==> config.mk <==
export PLATFORM = sky130hd
export DESIGN_NAME = tile_luma_stats_and_yuyv_to_rgb_unit_flat
export DESIGN_NICKNAME = d
export VERILOG_FILES = /design/src/rtl/tlyr_pkg.sv /design/src/rtl/tlyr_ifs.sv /design/src/rtl/tlyr_front.sv /design/src/rtl/tlyr_queue.sv /design/src/rtl/tlyr_back.sv /design/src/rtl/tile_luma_stats_and_yuyv_to_rgb_unit.sv /design/src/flat_wrapper.sv
export SDC_FILE = /design/constraint.sdc
export NUM_CORES = 2
export LEC_CHECK = 0
export ABC_CLOCK_PERIOD_IN_PS = 9100
export BUFFER_PORTS_ARGS = -buffer_cell sky130_fd_sc_hd__buf_2
export CAP_MARGIN = 30
export CORE_ASPECT_RATIO = 0.5
export CORE_MARGIN = 2
export CORE_UTILIZATION = 45
export DETAILED_ROUTE_END_ITERATION = 10
export GPL_TIMING_DRIVEN = 0
export PLACE_DENSITY = 0.64
export SLEW_MARGIN = 40
export SYNTH_ARGS = -nofsm -noshare
export SYNTH_HDL_FRONTEND = slang
export SYNTH_SLANG_ARGS = --single-unit
==> constraint.sdc <==
create_clock -name clock -period 9.1 [get_ports clock]
set_input_delay 1.82 -clock clock [delete_from_list [all_inputs] [get_ports clock]]
set_output_delay 1.82 -clock clock [all_outputs]
set_load 0.02 [all_outputs]
==> src/rtl/tlyr_pkg.sv <==
// Shared constants, codes and types of the tile luma statistics / YUYV to RGB block.
package tlyr_pkg;

   localparam int CFG_W                = 11;
   localparam int CSR_INDEX_W          = 2;
   localparam int PIXEL_W              = 32;
   localparam int CH_W                 = 8;
   localparam int MEAN_W               = 16;
   localparam int VAR_W                = 24;
   localparam int FRAC_W               = 8;
   localparam int MAX_TILE_DIM_DEFAULT = 1024;
   localparam int TILE_DIM_RESET       = 16;

   // Accumulator widths follow from the largest tile the config registers can describe.
   localparam int SUM_W = CH_W + 2 * CFG_W;
   localparam int SQ_W  = 2 * CH_W + 2 * CFG_W;
   localparam int N_W   = 2 * CFG_W;
   localparam int DIV_W = SQ_W + FRAC_W;

   localparam int QUEUE_DEPTH = 4;

   localparam logic [CSR_INDEX_W-1:0] REG_TILE_COLS = CSR_INDEX_W'(0);
   localparam logic [CSR_INDEX_W-1:0] REG_TILE_ROWS = CSR_INDEX_W'(1);

   localparam logic RESULT_PIXEL = 1'b0;
   localparam logic RESULT_STATS = 1'b1;

   typedef enum logic {
      JOB_PIXEL,
      JOB_STATS
   } job_kind_type;

   typedef struct packed {
      job_kind_type     kind;
      logic [CH_W-1:0]  y;
      logic [CH_W-1:0]  u;
      logic [CH_W-1:0]  v;
      logic             tile_end;
      logic [SUM_W-1:0] sum;
      logic [SQ_W-1:0]  sumsq;
      logic [N_W-1:0]   n;
   } job_type;

   typedef struct packed {
      logic full;
      logic empty;
   } queue_status_type;

   typedef enum logic [2:0] {
      BK_IDLE,
      BK_DIV_MEAN,
      BK_DIV_VAR,
      BK_SQUARE,
      BK_FINISH
   } back_state_type;

endpackage

==> src/rtl/tlyr_ifs.sv <==
// Handshake channel interfaces: pixel words in, results out, register writes.
interface tlyr_req_if import tlyr_pkg::*; ();
   logic               valid;
   logic               ready;
   logic [PIXEL_W-1:0] pixel_word;

   modport source (output valid, output pixel_word, input ready);
   modport sink   (input valid, input pixel_word, output ready);
endinterface

interface tlyr_rsp_if import tlyr_pkg::*; ();
   logic              valid;
   logic              ready;
   logic              result_kind;
   logic [CH_W-1:0]   red;
   logic [CH_W-1:0]   green;
   logic [CH_W-1:0]   blue;
   logic [MEAN_W-1:0] luma_mean;
   logic [VAR_W-1:0]  luma_variance;
   logic              tile_end;

   modport source (output valid, output result_kind, output red, output green, output blue,
                   output luma_mean, output luma_variance, output tile_end, input ready);
   modport sink   (input valid, input result_kind, input red, input green, input blue,
                   input luma_mean, input luma_variance, input tile_end, output ready);
endinterface

interface tlyr_csr_if import tlyr_pkg::*; ();
   logic                   valid;
   logic                   ready;
   logic [CSR_INDEX_W-1:0] index;
   logic [CFG_W-1:0]       data;

   modport source (output valid, output index, output data, input ready);
   modport sink   (input valid, input index, input data, output ready);
endinterface

==> src/rtl/tlyr_front.sv <==
// Front end: config registers, tile position tracking, luma accumulation, job issue.
module tlyr_front import tlyr_pkg::*; #(
   parameter int MAX_TILE_DIM = MAX_TILE_DIM_DEFAULT
) (
   input  logic             clock,
   input  logic             reset,
   tlyr_req_if.sink         req,
   tlyr_csr_if.sink         csr,
   input  queue_status_type q_status,
   output logic             push,
   output job_type          job
);

   localparam int DIM_W = (MAX_TILE_DIM > 1) ? $clog2(MAX_TILE_DIM) : 1;

   logic [CFG_W-1:0] cols_ff, cols_in;
   logic [CFG_W-1:0] rows_ff, rows_in;
   logic             convert_ff, convert_in;
   logic [DIM_W-1:0] col_ff, col_in;
   logic [DIM_W-1:0] row_ff, row_in;
   logic [SUM_W-1:0] sum_ff, sum_in;
   logic [SQ_W-1:0]  sumsq_ff, sumsq_in;

   logic             accept;
   logic [CFG_W-1:0] eff_cols, eff_rows;
   logic [N_W-1:0]   n;
   logic [CH_W-1:0]  y;
   logic [2*CH_W-1:0] ysq;
   logic [SUM_W-1:0] sum_next;
   logic [SQ_W-1:0]  sumsq_next;
   logic             col_last, row_last, tile_last;

   // Zero means one; anything above the supported size is pinned to it.
   function automatic logic [CFG_W-1:0] eff_dim(input logic [CFG_W-1:0] raw);
      if (raw == '0) begin
         return CFG_W'(1);
      end else if (32'(raw) > MAX_TILE_DIM) begin
         return CFG_W'(MAX_TILE_DIM);
      end else begin
         return raw;
      end
   endfunction

   assign req.ready = !q_status.full;
   assign csr.ready = 1'b1;
   assign accept    = req.valid && req.ready;

   always_comb begin
      eff_cols   = eff_dim(cols_ff);
      eff_rows   = eff_dim(rows_ff);
      n          = N_W'(eff_cols) * N_W'(eff_rows);
      y          = col_ff[0] ? req.pixel_word[23:16] : req.pixel_word[7:0];
      ysq        = {{CH_W{1'b0}}, y} * {{CH_W{1'b0}}, y};
      sum_next   = sum_ff + SUM_W'(y);
      sumsq_next = sumsq_ff + SQ_W'(ysq);
      col_last   = (32'(col_ff) + 32'd1) >= 32'(eff_cols);
      row_last   = (32'(row_ff) + 32'd1) >= 32'(eff_rows);
      tile_last  = col_last && row_last;

      cols_in    = cols_ff;
      rows_in    = rows_ff;
      convert_in = convert_ff;
      col_in     = col_ff;
      row_in     = row_ff;
      sum_in     = sum_ff;
      sumsq_in   = sumsq_ff;

      if (csr.valid) begin
         case (csr.index)
            REG_TILE_COLS: cols_in = csr.data;
            REG_TILE_ROWS: rows_in = csr.data;
            default: ;
         endcase
      end

      if (accept) begin
         if (col_last) begin
            col_in = '0;
            row_in = row_last ? '0 : row_ff + DIM_W'(1);
         end else begin
            col_in = col_ff + DIM_W'(1);
         end
         if (!convert_ff) begin
            sum_in   = tile_last ? '0 : sum_next;
            sumsq_in = tile_last ? '0 : sumsq_next;
         end
         if (tile_last) begin
            convert_in = !convert_ff;
         end
      end

      push         = accept && (convert_ff || tile_last);
      job.kind     = convert_ff ? JOB_PIXEL : JOB_STATS;
      job.y        = y;
      job.u        = req.pixel_word[15:8];
      job.v        = req.pixel_word[31:24];
      job.tile_end = tile_last;
      job.sum      = sum_next;
      job.sumsq    = sumsq_next;
      job.n        = n;
   end

   always_ff @(posedge clock) begin
      if (reset) begin
         cols_ff    <= CFG_W'(TILE_DIM_RESET);
         rows_ff    <= CFG_W'(TILE_DIM_RESET);
         convert_ff <= 1'b0;
         col_ff     <= '0;
         row_ff     <= '0;
         sum_ff     <= '0;
         sumsq_ff   <= '0;
      end else begin
         cols_ff    <= cols_in;
         rows_ff    <= rows_in;
         convert_ff <= convert_in;
         col_ff     <= col_in;
         row_ff     <= row_in;
         sum_ff     <= sum_in;
         sumsq_ff   <= sumsq_in;
      end
   end

endmodule

==> src/rtl/tlyr_queue.sv <==
// Short job queue between the front end and the back end.
module tlyr_queue import tlyr_pkg::*; (
   input  logic             clock,
   input  logic             reset,
   input  logic             push,
   input  job_type          wr_job,
   input  logic             pop,
   output job_type          head,
   output queue_status_type status
);

   localparam int PTR_W = $clog2(QUEUE_DEPTH);
   localparam int CNT_W = $clog2(QUEUE_DEPTH + 1);

   job_type          slots [QUEUE_DEPTH];
   logic [PTR_W-1:0] wr_ptr_ff, wr_ptr_in;
   logic [PTR_W-1:0] rd_ptr_ff, rd_ptr_in;
   logic [CNT_W-1:0] count_ff, count_in;

   always_comb begin
      wr_ptr_in = push ? wr_ptr_ff + PTR_W'(1) : wr_ptr_ff;
      rd_ptr_in = pop ? rd_ptr_ff + PTR_W'(1) : rd_ptr_ff;
      count_in  = count_ff;
      if (push && !pop) begin
         count_in = count_ff + CNT_W'(1);
      end else if (pop && !push) begin
         count_in = count_ff - CNT_W'(1);
      end
      status.full  = count_ff == CNT_W'(QUEUE_DEPTH);
      status.empty = count_ff == '0;
      head         = slots[rd_ptr_ff];
   end

   always_ff @(posedge clock) begin
      if (push) begin
         slots[wr_ptr_ff] <= wr_job;
      end
   end

   always_ff @(posedge clock) begin
      if (reset) begin
         wr_ptr_ff <= '0;
         rd_ptr_ff <= '0;
         count_ff  <= '0;
      end else begin
         wr_ptr_ff <= wr_ptr_in;
         rd_ptr_ff <= rd_ptr_in;
         count_ff  <= count_in;
      end
   end

endmodule

==> src/rtl/tlyr_back.sv <==
// Back end: two-stage RGB conversion and a shared serial divider for tile statistics.
module tlyr_back import tlyr_pkg::*; (
   input  logic             clock,
   input  logic             reset,
   input  job_type          head,
   input  queue_status_type q_status,
   output logic             pop,
   tlyr_rsp_if.source       rsp
);

   localparam int PROD_W = 24;
   localparam int PIX_W  = 26;
   localparam int CNT_W  = $clog2(DIV_W);

   // BT.601 full range, Q14
   localparam logic signed [15:0] C_RV = 16'sd22970;
   localparam logic signed [15:0] C_GU = 16'sd5638;
   localparam logic signed [15:0] C_GV = 16'sd11700;
   localparam logic signed [15:0] C_BU = 16'sd29032;
   localparam logic signed [8:0]  CHROMA_BIAS = 9'sd128;

   typedef struct packed {
      logic [CH_W-1:0]           y;
      logic signed [PROD_W-1:0]  rv;
      logic signed [PROD_W-1:0]  gu;
      logic signed [PROD_W-1:0]  gv;
      logic signed [PROD_W-1:0]  bu;
      logic                      tile_end;
   } pix_stage_type;

   typedef struct packed {
      logic              kind;
      logic [CH_W-1:0]   red;
      logic [CH_W-1:0]   green;
      logic [CH_W-1:0]   blue;
      logic [MEAN_W-1:0] mean;
      logic [VAR_W-1:0]  variance;
      logic              tile_end;
   } result_type;

   back_state_type    state_ff, state_in;
   logic              s1_valid_ff, s1_valid_in;
   pix_stage_type     s1_ff, s1_in;
   logic              rsp_valid_ff, rsp_valid_in;
   result_type        out_ff, out_in;
   logic [DIV_W-1:0]  dvd_ff, dvd_in;
   logic [N_W-1:0]    rem_ff, rem_in;
   logic [CNT_W-1:0]  cnt_ff, cnt_in;
   logic [N_W-1:0]    n_ff, n_in;
   logic [SQ_W-1:0]   sumsq_ff, sumsq_in;
   logic [MEAN_W-1:0] mean_ff, mean_in;
   logic [2*MEAN_W-1:0] msq_ff, msq_in;

   logic                    advance;
   logic signed [8:0]       u_c, v_c;
   logic signed [PIX_W-1:0] base, r_q, g_q, b_q;
   result_type              pix_result;
   logic [N_W:0]            rem_shift;
   logic                    q_bit;
   logic [N_W-1:0]          rem_step;
   logic [DIV_W-1:0]        dvd_step;
   logic                    div_last;
   logic [DIV_W-1:0]        var_diff;
   logic [VAR_W-1:0]        var_sat;

   function automatic logic [CH_W-1:0] clamp_ch(input logic signed [PIX_W-1:0] q);
      if (q[PIX_W-1]) begin
         return '0;
      end else if (|q[PIX_W-2:22]) begin
         return '1;
      end else begin
         return q[21:14];
      end
   endfunction

   always_comb begin
      advance = !rsp_valid_ff || rsp.ready;

      // stage 2 of the pixel path: sum the registered products and clamp
      base = $signed({4'b0000, s1_ff.y, 14'h0000});
      r_q  = base + PIX_W'(s1_ff.rv);
      g_q  = base - PIX_W'(s1_ff.gu) - PIX_W'(s1_ff.gv);
      b_q  = base + PIX_W'(s1_ff.bu);
      pix_result.kind     = RESULT_PIXEL;
      pix_result.red      = clamp_ch(r_q);
      pix_result.green    = clamp_ch(g_q);
      pix_result.blue     = clamp_ch(b_q);
      pix_result.mean     = '0;
      pix_result.variance = '0;
      pix_result.tile_end = s1_ff.tile_end;

      // stage 1 operands
      u_c = $signed({1'b0, head.u}) - CHROMA_BIAS;
      v_c = $signed({1'b0, head.v}) - CHROMA_BIAS;

      // one restoring-division step per cycle
      rem_shift = {rem_ff, dvd_ff[DIV_W-1]};
      q_bit     = rem_shift >= {1'b0, n_ff};
      rem_step  = q_bit ? N_W'(rem_shift - {1'b0, n_ff}) : rem_shift[N_W-1:0];
      dvd_step  = {dvd_ff[DIV_W-2:0], q_bit};
      div_last  = cnt_ff == CNT_W'(DIV_W - 1);

      // variance = a - floor(mean^2 / 256), floored at zero and saturated
      var_diff = dvd_ff - DIV_W'(msq_ff[2*MEAN_W-1:FRAC_W]);
      if (dvd_ff > DIV_W'(msq_ff[2*MEAN_W-1:FRAC_W])) begin
         var_sat = (|var_diff[DIV_W-1:VAR_W]) ? '1 : var_diff[VAR_W-1:0];
      end else begin
         var_sat = '0;
      end

      state_in     = state_ff;
      pop          = 1'b0;
      s1_valid_in  = s1_valid_ff;
      s1_in        = s1_ff;
      rsp_valid_in = rsp_valid_ff;
      out_in       = out_ff;
      dvd_in       = dvd_ff;
      rem_in       = rem_ff;
      cnt_in       = cnt_ff;
      n_in         = n_ff;
      sumsq_in     = sumsq_ff;
      mean_in      = mean_ff;
      msq_in       = msq_ff;

      if (advance) begin
         rsp_valid_in = s1_valid_ff;
         out_in       = pix_result;
         s1_valid_in  = 1'b0;
      end

      case (state_ff)
         BK_IDLE: begin
            if (!q_status.empty) begin
               if (head.kind == JOB_STATS) begin
                  pop      = 1'b1;
                  n_in     = head.n;
                  sumsq_in = head.sumsq;
                  dvd_in   = DIV_W'({head.sum, {FRAC_W{1'b0}}});
                  rem_in   = '0;
                  cnt_in   = '0;
                  state_in = BK_DIV_MEAN;
               end else if (advance) begin
                  pop            = 1'b1;
                  s1_valid_in    = 1'b1;
                  s1_in.y        = head.y;
                  s1_in.rv       = PROD_W'(C_RV) * PROD_W'(v_c);
                  s1_in.gu       = PROD_W'(C_GU) * PROD_W'(u_c);
                  s1_in.gv       = PROD_W'(C_GV) * PROD_W'(v_c);
                  s1_in.bu       = PROD_W'(C_BU) * PROD_W'(u_c);
                  s1_in.tile_end = head.tile_end;
               end
            end
         end
         BK_DIV_MEAN: begin
            dvd_in = dvd_step;
            rem_in = rem_step;
            cnt_in = cnt_ff + CNT_W'(1);
            if (div_last) begin
               mean_in  = (|dvd_step[DIV_W-1:MEAN_W]) ? '1 : dvd_step[MEAN_W-1:0];
               dvd_in   = {sumsq_ff, {FRAC_W{1'b0}}};
               rem_in   = '0;
               cnt_in   = '0;
               state_in = BK_DIV_VAR;
            end
         end
         BK_DIV_VAR: begin
            dvd_in = dvd_step;
            rem_in = rem_step;
            cnt_in = cnt_ff + CNT_W'(1);
            if (div_last) begin
               state_in = BK_SQUARE;
            end
         end
         BK_SQUARE: begin
            msq_in   = {{MEAN_W{1'b0}}, mean_ff} * {{MEAN_W{1'b0}}, mean_ff};
            state_in = BK_FINISH;
         end
         BK_FINISH: begin
            // earlier pixels still in stage 1 leave first
            if (advance && !s1_valid_ff) begin
               rsp_valid_in    = 1'b1;
               out_in.kind     = RESULT_STATS;
               out_in.red      = '0;
               out_in.green    = '0;
               out_in.blue     = '0;
               out_in.mean     = mean_ff;
               out_in.variance = var_sat;
               out_in.tile_end = 1'b0;
               state_in        = BK_IDLE;
            end
         end
         default: state_in = BK_IDLE;
      endcase
   end

   always_ff @(posedge clock) begin
      if (reset) begin
         state_ff <= BK_IDLE;
      end else begin
         state_ff <= state_in;
      end
   end

   always_ff @(posedge clock) begin
      if (reset) begin
         s1_valid_ff  <= 1'b0;
         rsp_valid_ff <= 1'b0;
         cnt_ff       <= '0;
      end else begin
         s1_valid_ff  <= s1_valid_in;
         rsp_valid_ff <= rsp_valid_in;
         cnt_ff       <= cnt_in;
      end
   end

   always_ff @(posedge clock) begin
      s1_ff    <= s1_in;
      out_ff   <= out_in;
      dvd_ff   <= dvd_in;
      rem_ff   <= rem_in;
      n_ff     <= n_in;
      sumsq_ff <= sumsq_in;
      mean_ff  <= mean_in;
      msq_ff   <= msq_in;
   end

   assign rsp.valid         = rsp_valid_ff;
   assign rsp.result_kind   = out_ff.kind;
   assign rsp.red           = out_ff.red;
   assign rsp.green         = out_ff.green;
   assign rsp.blue          = out_ff.blue;
   assign rsp.luma_mean     = out_ff.mean;
   assign rsp.luma_variance = out_ff.variance;
   assign rsp.tile_end      = out_ff.tile_end;

endmodule

==> src/rtl/tile_luma_stats_and_yuyv_to_rgb_unit.sv <==
// Top level of the tile luma statistics and YUYV to RGB888 converter.
//
// req_chan takes one 32-bit YUYV word per transaction; every tile arrives twice.
// The first pass accumulates luma and yields a single statistics result (mean Q8.8,
// variance Q16.8) on the tile's last word; the second pass yields one RGB888 pixel
// per word, tile_end marking the tile's last pixel. Results leave on rsp_chan in
// input order. csr_chan writes tile_cols (index 0) and tile_rows (index 1).
//
// Pixel words are taken one per cycle while the job queue has room, and pass through
// the queue, stage 1 and the output register to rsp_chan. For a statistics result
// one restoring divider runs twice, one quotient bit per cycle over a 46-bit
// dividend, then the mean is squared. The 4-entry job queue keeps accepting while
// the divider works and req_chan.ready drops once it fills.
//
// Reset restores 16x16 tiles, returns to the statistics pass and empties the
// queue and the output register. When rsp_chan stalls the result holds in the
// output register, the pixel stage behind it holds, and the queue backs up.
module tile_luma_stats_and_yuyv_to_rgb_unit import tlyr_pkg::*; #(
   parameter int MAX_TILE_DIM = MAX_TILE_DIM_DEFAULT
) (
   input  logic       clock,
   input  logic       reset,
   tlyr_req_if.sink   req_chan,
   tlyr_rsp_if.source rsp_chan,
   tlyr_csr_if.sink   csr_chan
);

   logic             push;
   logic             pop;
   job_type          job;
   job_type          head;
   queue_status_type q_status;

   tlyr_front #(
      .MAX_TILE_DIM(MAX_TILE_DIM)
   ) u_front (
      .clock    (clock),
      .reset    (reset),
      .req      (req_chan),
      .csr      (csr_chan),
      .q_status (q_status),
      .push     (push),
      .job      (job)
   );

   tlyr_queue u_queue (
      .clock  (clock),
      .reset  (reset),
      .push   (push),
      .wr_job (job),
      .pop    (pop),
      .head   (head),
      .status (q_status)
   );

   tlyr_back u_back (
      .clock    (clock),
      .reset    (reset),
      .head     (head),
      .q_status (q_status),
      .pop      (pop),
      .rsp      (rsp_chan)
   );

   a_no_push_when_full: assert property (@(posedge clock) disable iff (reset)
      push |-> !q_status.full)
      else $error("job pushed into a full queue");

   a_no_pop_when_empty: assert property (@(posedge clock) disable iff (reset)
      pop |-> !q_status.empty)
      else $error("job popped from an empty queue");

   a_stats_fields: assert property (@(posedge clock) disable iff (reset)
      (rsp_chan.valid && rsp_chan.result_kind == RESULT_STATS) |->
         (rsp_chan.red == '0 && rsp_chan.green == '0 && rsp_chan.blue == '0 &&
          !rsp_chan.tile_end))
      else $error("statistics result carries pixel fields");

   a_idle_after_reset: assert property (@(posedge clock)
      $past(reset) |-> !rsp_chan.valid)
      else $error("result valid right after reset");

endmodule

==> src/flat_wrapper.sv <==
// flat-port wrapper written by rule: the top's interface ports become plain ports
module tile_luma_stats_and_yuyv_to_rgb_unit_flat import tlyr_pkg::*;
#(
   parameter int MAX_TILE_DIM = MAX_TILE_DIM_DEFAULT
)
  (clock, reset, req_chan_valid, req_chan_pixel_word, req_chan_ready, rsp_chan_valid, rsp_chan_result_kind, rsp_chan_red, rsp_chan_green, rsp_chan_blue, rsp_chan_luma_mean, rsp_chan_luma_variance, rsp_chan_tile_end, rsp_chan_ready, csr_chan_valid, csr_chan_index, csr_chan_data, csr_chan_ready);
  tlyr_req_if req_chan_i ();
  tlyr_rsp_if rsp_chan_i ();
  tlyr_csr_if csr_chan_i ();
  input  logic clock;
  input  logic reset;
  input wire logic [$bits(req_chan_i.valid)-1:0] req_chan_valid;
  input wire logic [$bits(req_chan_i.pixel_word)-1:0] req_chan_pixel_word;
  output wire logic [$bits(req_chan_i.ready)-1:0] req_chan_ready;
  output wire logic [$bits(rsp_chan_i.valid)-1:0] rsp_chan_valid;
  output wire logic [$bits(rsp_chan_i.result_kind)-1:0] rsp_chan_result_kind;
  output wire logic [$bits(rsp_chan_i.red)-1:0] rsp_chan_red;
  output wire logic [$bits(rsp_chan_i.green)-1:0] rsp_chan_green;
  output wire logic [$bits(rsp_chan_i.blue)-1:0] rsp_chan_blue;
  output wire logic [$bits(rsp_chan_i.luma_mean)-1:0] rsp_chan_luma_mean;
  output wire logic [$bits(rsp_chan_i.luma_variance)-1:0] rsp_chan_luma_variance;
  output wire logic [$bits(rsp_chan_i.tile_end)-1:0] rsp_chan_tile_end;
  input wire logic [$bits(rsp_chan_i.ready)-1:0] rsp_chan_ready;
  input wire logic [$bits(csr_chan_i.valid)-1:0] csr_chan_valid;
  input wire logic [$bits(csr_chan_i.index)-1:0] csr_chan_index;
  input wire logic [$bits(csr_chan_i.data)-1:0] csr_chan_data;
  output wire logic [$bits(csr_chan_i.ready)-1:0] csr_chan_ready;
  assign req_chan_i.valid = req_chan_valid;
  assign req_chan_i.pixel_word = req_chan_pixel_word;
  assign req_chan_ready = req_chan_i.ready;
  assign rsp_chan_valid = rsp_chan_i.valid;
  assign rsp_chan_result_kind = rsp_chan_i.result_kind;
  assign rsp_chan_red = rsp_chan_i.red;
  assign rsp_chan_green = rsp_chan_i.green;
  assign rsp_chan_blue = rsp_chan_i.blue;
  assign rsp_chan_luma_mean = rsp_chan_i.luma_mean;
  assign rsp_chan_luma_variance = rsp_chan_i.luma_variance;
  assign rsp_chan_tile_end = rsp_chan_i.tile_end;
  assign rsp_chan_i.ready = rsp_chan_ready;
  assign csr_chan_i.valid = csr_chan_valid;
  assign csr_chan_i.index = csr_chan_index;
  assign csr_chan_i.data = csr_chan_data;
  assign csr_chan_ready = csr_chan_i.ready;
  tile_luma_stats_and_yuyv_to_rgb_unit #(.MAX_TILE_DIM(MAX_TILE_DIM)) u_core (.clock(clock), .reset(reset), .req_chan(req_chan_i), .rsp_chan(rsp_chan_i), .csr_chan(csr_chan_i));
endmodule
==> run_results.csv <==
group,metric,value,unit
placed_design,dp_hpwl,108,mm
critical_path,crit_path_start_kind,"input port",
outcome,status,"completed",
synthesis,ys_types,83,
sta,finalCriticalPeriod,7840,ps
clock_network,cts_tree,"yes",
clock_network,clk_pin_slew,70,ps
placed_design,port-buffer-count,117,
finish,fin_cells,7020,
die,die_area,134000,um2
detailed_routing,drtIter0Drc,3108,
power_and_ir_drop,leakage,0.0274,uW
critical_path,critPathKind,"in -> reg",
detailed_routing,wl,142,mm
synthesis,avgSynthCellArea,11.8,um2
finish,fillers,11400,
clock_network,cts_resized,0,
clock_network,clock-sinks,902,
synthesis,syn_area,58800,um2
detailed_routing,via_per_inst,5.49,
clock_network,clk_latency,700,ps
synthesis,synth-edff-count,706,
sta,finClkSkew,42.2,ps
grt,overflow,0,
clock_network,clk_path_buf_depth,3,
detailed_routing,ant_nets,0,
clock_network,numCtsBuffers,84,
placed_design,gp_congestion,0.897,
synthesis,yosysWarnings,0,
clock_network,clockRootBuffer,"clkbuf_16",
grt,antenna_found_initial,8,
die,row_count,93,
placed_design,placed_cells_incl_taps,6860,
die,fp.coreArea,129000,um2
sta,setup_tns,0,ps
synthesis,seq_area_frac_synth,0.427,
sta,tightest_slew,948,ps
sta,slew_viol_final,0,
critical_path,crit_path_end_kind,"flop",
critical_path,worstPathMaxFanout,10,
sta,max_freq,0.128,GHz
synthesis,synth_nets,5988,
synthesis,synth-main-ff-cell,"edfxtp_1",
clock_network,hold_buffers,0,
hold_path,hold_class,"reg -> reg",
sta,max-slew-margin-rel,0.368,
placed_design,place_ws,618,ps
die,io_pins,119,
sta,finalCritPeriodShare,0.861,
power_and_ir_drop,p_total,23000,uW
critical_path,arrival,8260,ps
clock_network,ctsHtreeMaxLevel,3,
detailed_routing,num_vias,38600,
detailed_routing,drc,0,
finish,syn2layout_area_growth,10.2,%
die,dieWidth,515,um
sta,hold_viol_final,0,
finish,layout.cells.most_common,"inv_1",
grt,grt.total_usage,0.216,
synthesis,synth_async_sr_flop_share,0,
job,cap_viol_max_count,0,
die,die_h,260,um
grt,grt_start_max_net_pins,38,
grt,grt_pass1_vias,39700,
finish,drive_gt1_frac,0.0950,
sta,fin_hold_ws,452,ps
power_and_ir_drop,peakVddDrop,0.518,mV
detailed_routing,first_pass_iters,6,
clock_network,postCtsSetupBuffers,0,
synthesis,syn_inst,5000,
die,floorplan.initialDensity,0.455,
detailed_routing,wire_per_inst,20.2,um
grt,grt_pass1_wl,224,mm
critical_path,cp.required,9520,ps
finish,final_cell_mix,"755 x inv_1, 706 x edfxtp_1, 547 x ha_1",
finish,final_nets,6224,
sta,finalSetupViolCount,0,
sta,timing.final.ws_setup,1260,ps
power_and_ir_drop,p_per_area,356,nW/um2
sta,rsz0062_at_grt,"no",
synthesis,ys_ff_latch,902,
## worst paths after layout
path / startpoint / cells after the start / end / slack (ps)
setup reg to reg: u_core.u_front.col_ff[0] / 22 / u_core.u_queue.slots[1][49] / 1350
hold / removal: u_core.u_back.rsp.green[0] / 2 / u_core.u_back.rsp.green[0] / 450
setup / recovery: req_chan_pixel_word[20] / 22 / u_core.u_queue.slots[1][49] / 1260
hold reg to reg: u_core.u_back.rsp.green[0] / 2 / u_core.u_back.rsp.green[0] / 450
## flip-flops by register name, summed over array words and instances (netlist names), 16 cells and up, named ones only
name                             cells
u_core.u_front.sumsq_ff             38
u_core.u_back.n_ff                  22
u_core.u_back.s1_ff                 64
u_core.u_back.rsp.luma_mean         16
u_core.u_back.rsp.luma_variance     24
u_core.u_back.rem_ff                22
u_core.u_back.msq_ff                24
u_core.u_front.sum_ff               30
u_core.u_back.sumsq_ff              38
u_core.u_queue.slots               464
u_core.u_back.dvd_ff                46
u_core.u_back.mean_ff               16
## layer usage
| metal | GRT usage | share of wire | wire length, um |
|---|---|---|---|
| met5 | 0 | 0.000070 | 10 |
| met4 | 0.0510 | 0.022 | 3160 |
| met3 | 0.0350 | 0.058 | 8260 |
| met2 | 0.361 | 0.47 | 67400 |
| met1 | 0.294 | 0.45 | 63200 |
## synth_stat cells, types with 24 or more instances
cell       instances  area, um2
and2_1            85        532
clkbuf_1         137        514
fa_1             391       7830
o21bai_1          26        195
dfxtp_1          196       3920
a21o_1            52        390
nand2b_1          33        206
a2111oi_0         27        236
inv_1            753       2830
a22o_1            32        280
a21oi_1          210       1050
and3_1            38        238
nor2b_1           48        300
xnor2_1          158       1380
nand3_1           70        350
nand2_1          298       1120
nor2_1           335       1260
o21a_1            35        263
a222oi_1          25        250
o21ai_0          119        596
nor3_1            58        290
ha_1             547       6840
xor2_1            67        587
edfxtp_1         706      21200
a31oi_1           24        150
mux4_2           116       2610
mux2i_1           52        521
## per-stage QoR
stage               area [um2]  utilization
finish                   64800        0.502
floorplan                58800            -
CTS                      64800        0.502
detailed placement       62100        0.481
global route             64800        0.502
global placement         61500        0.476
## critical path: stages
cell and delay (ps):
buf_2 100, mux2i_1 600, inv_1 480, nand2_1 240
fa_1 430, inv_1 80, fa_1 430, ha_1 300
inv_1 50, fa_1 480, inv_1 70, fa_1 400
a21o_1 190, a21oi_1 270, o21ai_0 190, nand4b_1 170
nand2_1 110, o211a_1 260, o21ai_0 510, clkbuf_1 440
nor3_1 170, xor2_1 450
## report_power, final
group / internal, uW / leakage, uW / switching [uW] / total, uW
registers: 5980 / 0.00837 / 362 / 6340
clock network: 1880 / 0.00132 / 1620 / 3500
logic: 5590 / 0.0177 / 7610 / 13200
total: 13500 / 0.0274 / 9590 / 23000
## cell type report
class	count	area (um2)	share of cell area
plain buffers	155	642	0.00990
diodes	5	12.5	0.000193
clock buffers	111	2330	0.0359
inverters	760	2850	0.0440
clock inverters	44	347	0.00535
multi-input cells	3183	30300	0.467
repair buffers	150	1090	0.0168
flip-flops and latches	902	25100	0.388
well taps	1710	2140	0.0330
## kinds of logic (layout without fill, tap and decap cells)
logic type | Yosys count | in the layout | synth area share
simple gates | 1097 | 1097 | 0.0888
xor+xnor | 225 | 225 | 0.0335
flops | 902 | 902 | 0.427
compound gates | 749 | 749 | 0.0877
mux | 173 | 173 | 0.0542
buf+inv | 915 | 1220 | 0.0589
fa+ha+maj | 938 | 938 | 0.250
other cells | 1 | 6 | 0.0000638
No activity file was read; power rests on OpenSTA's default activity.
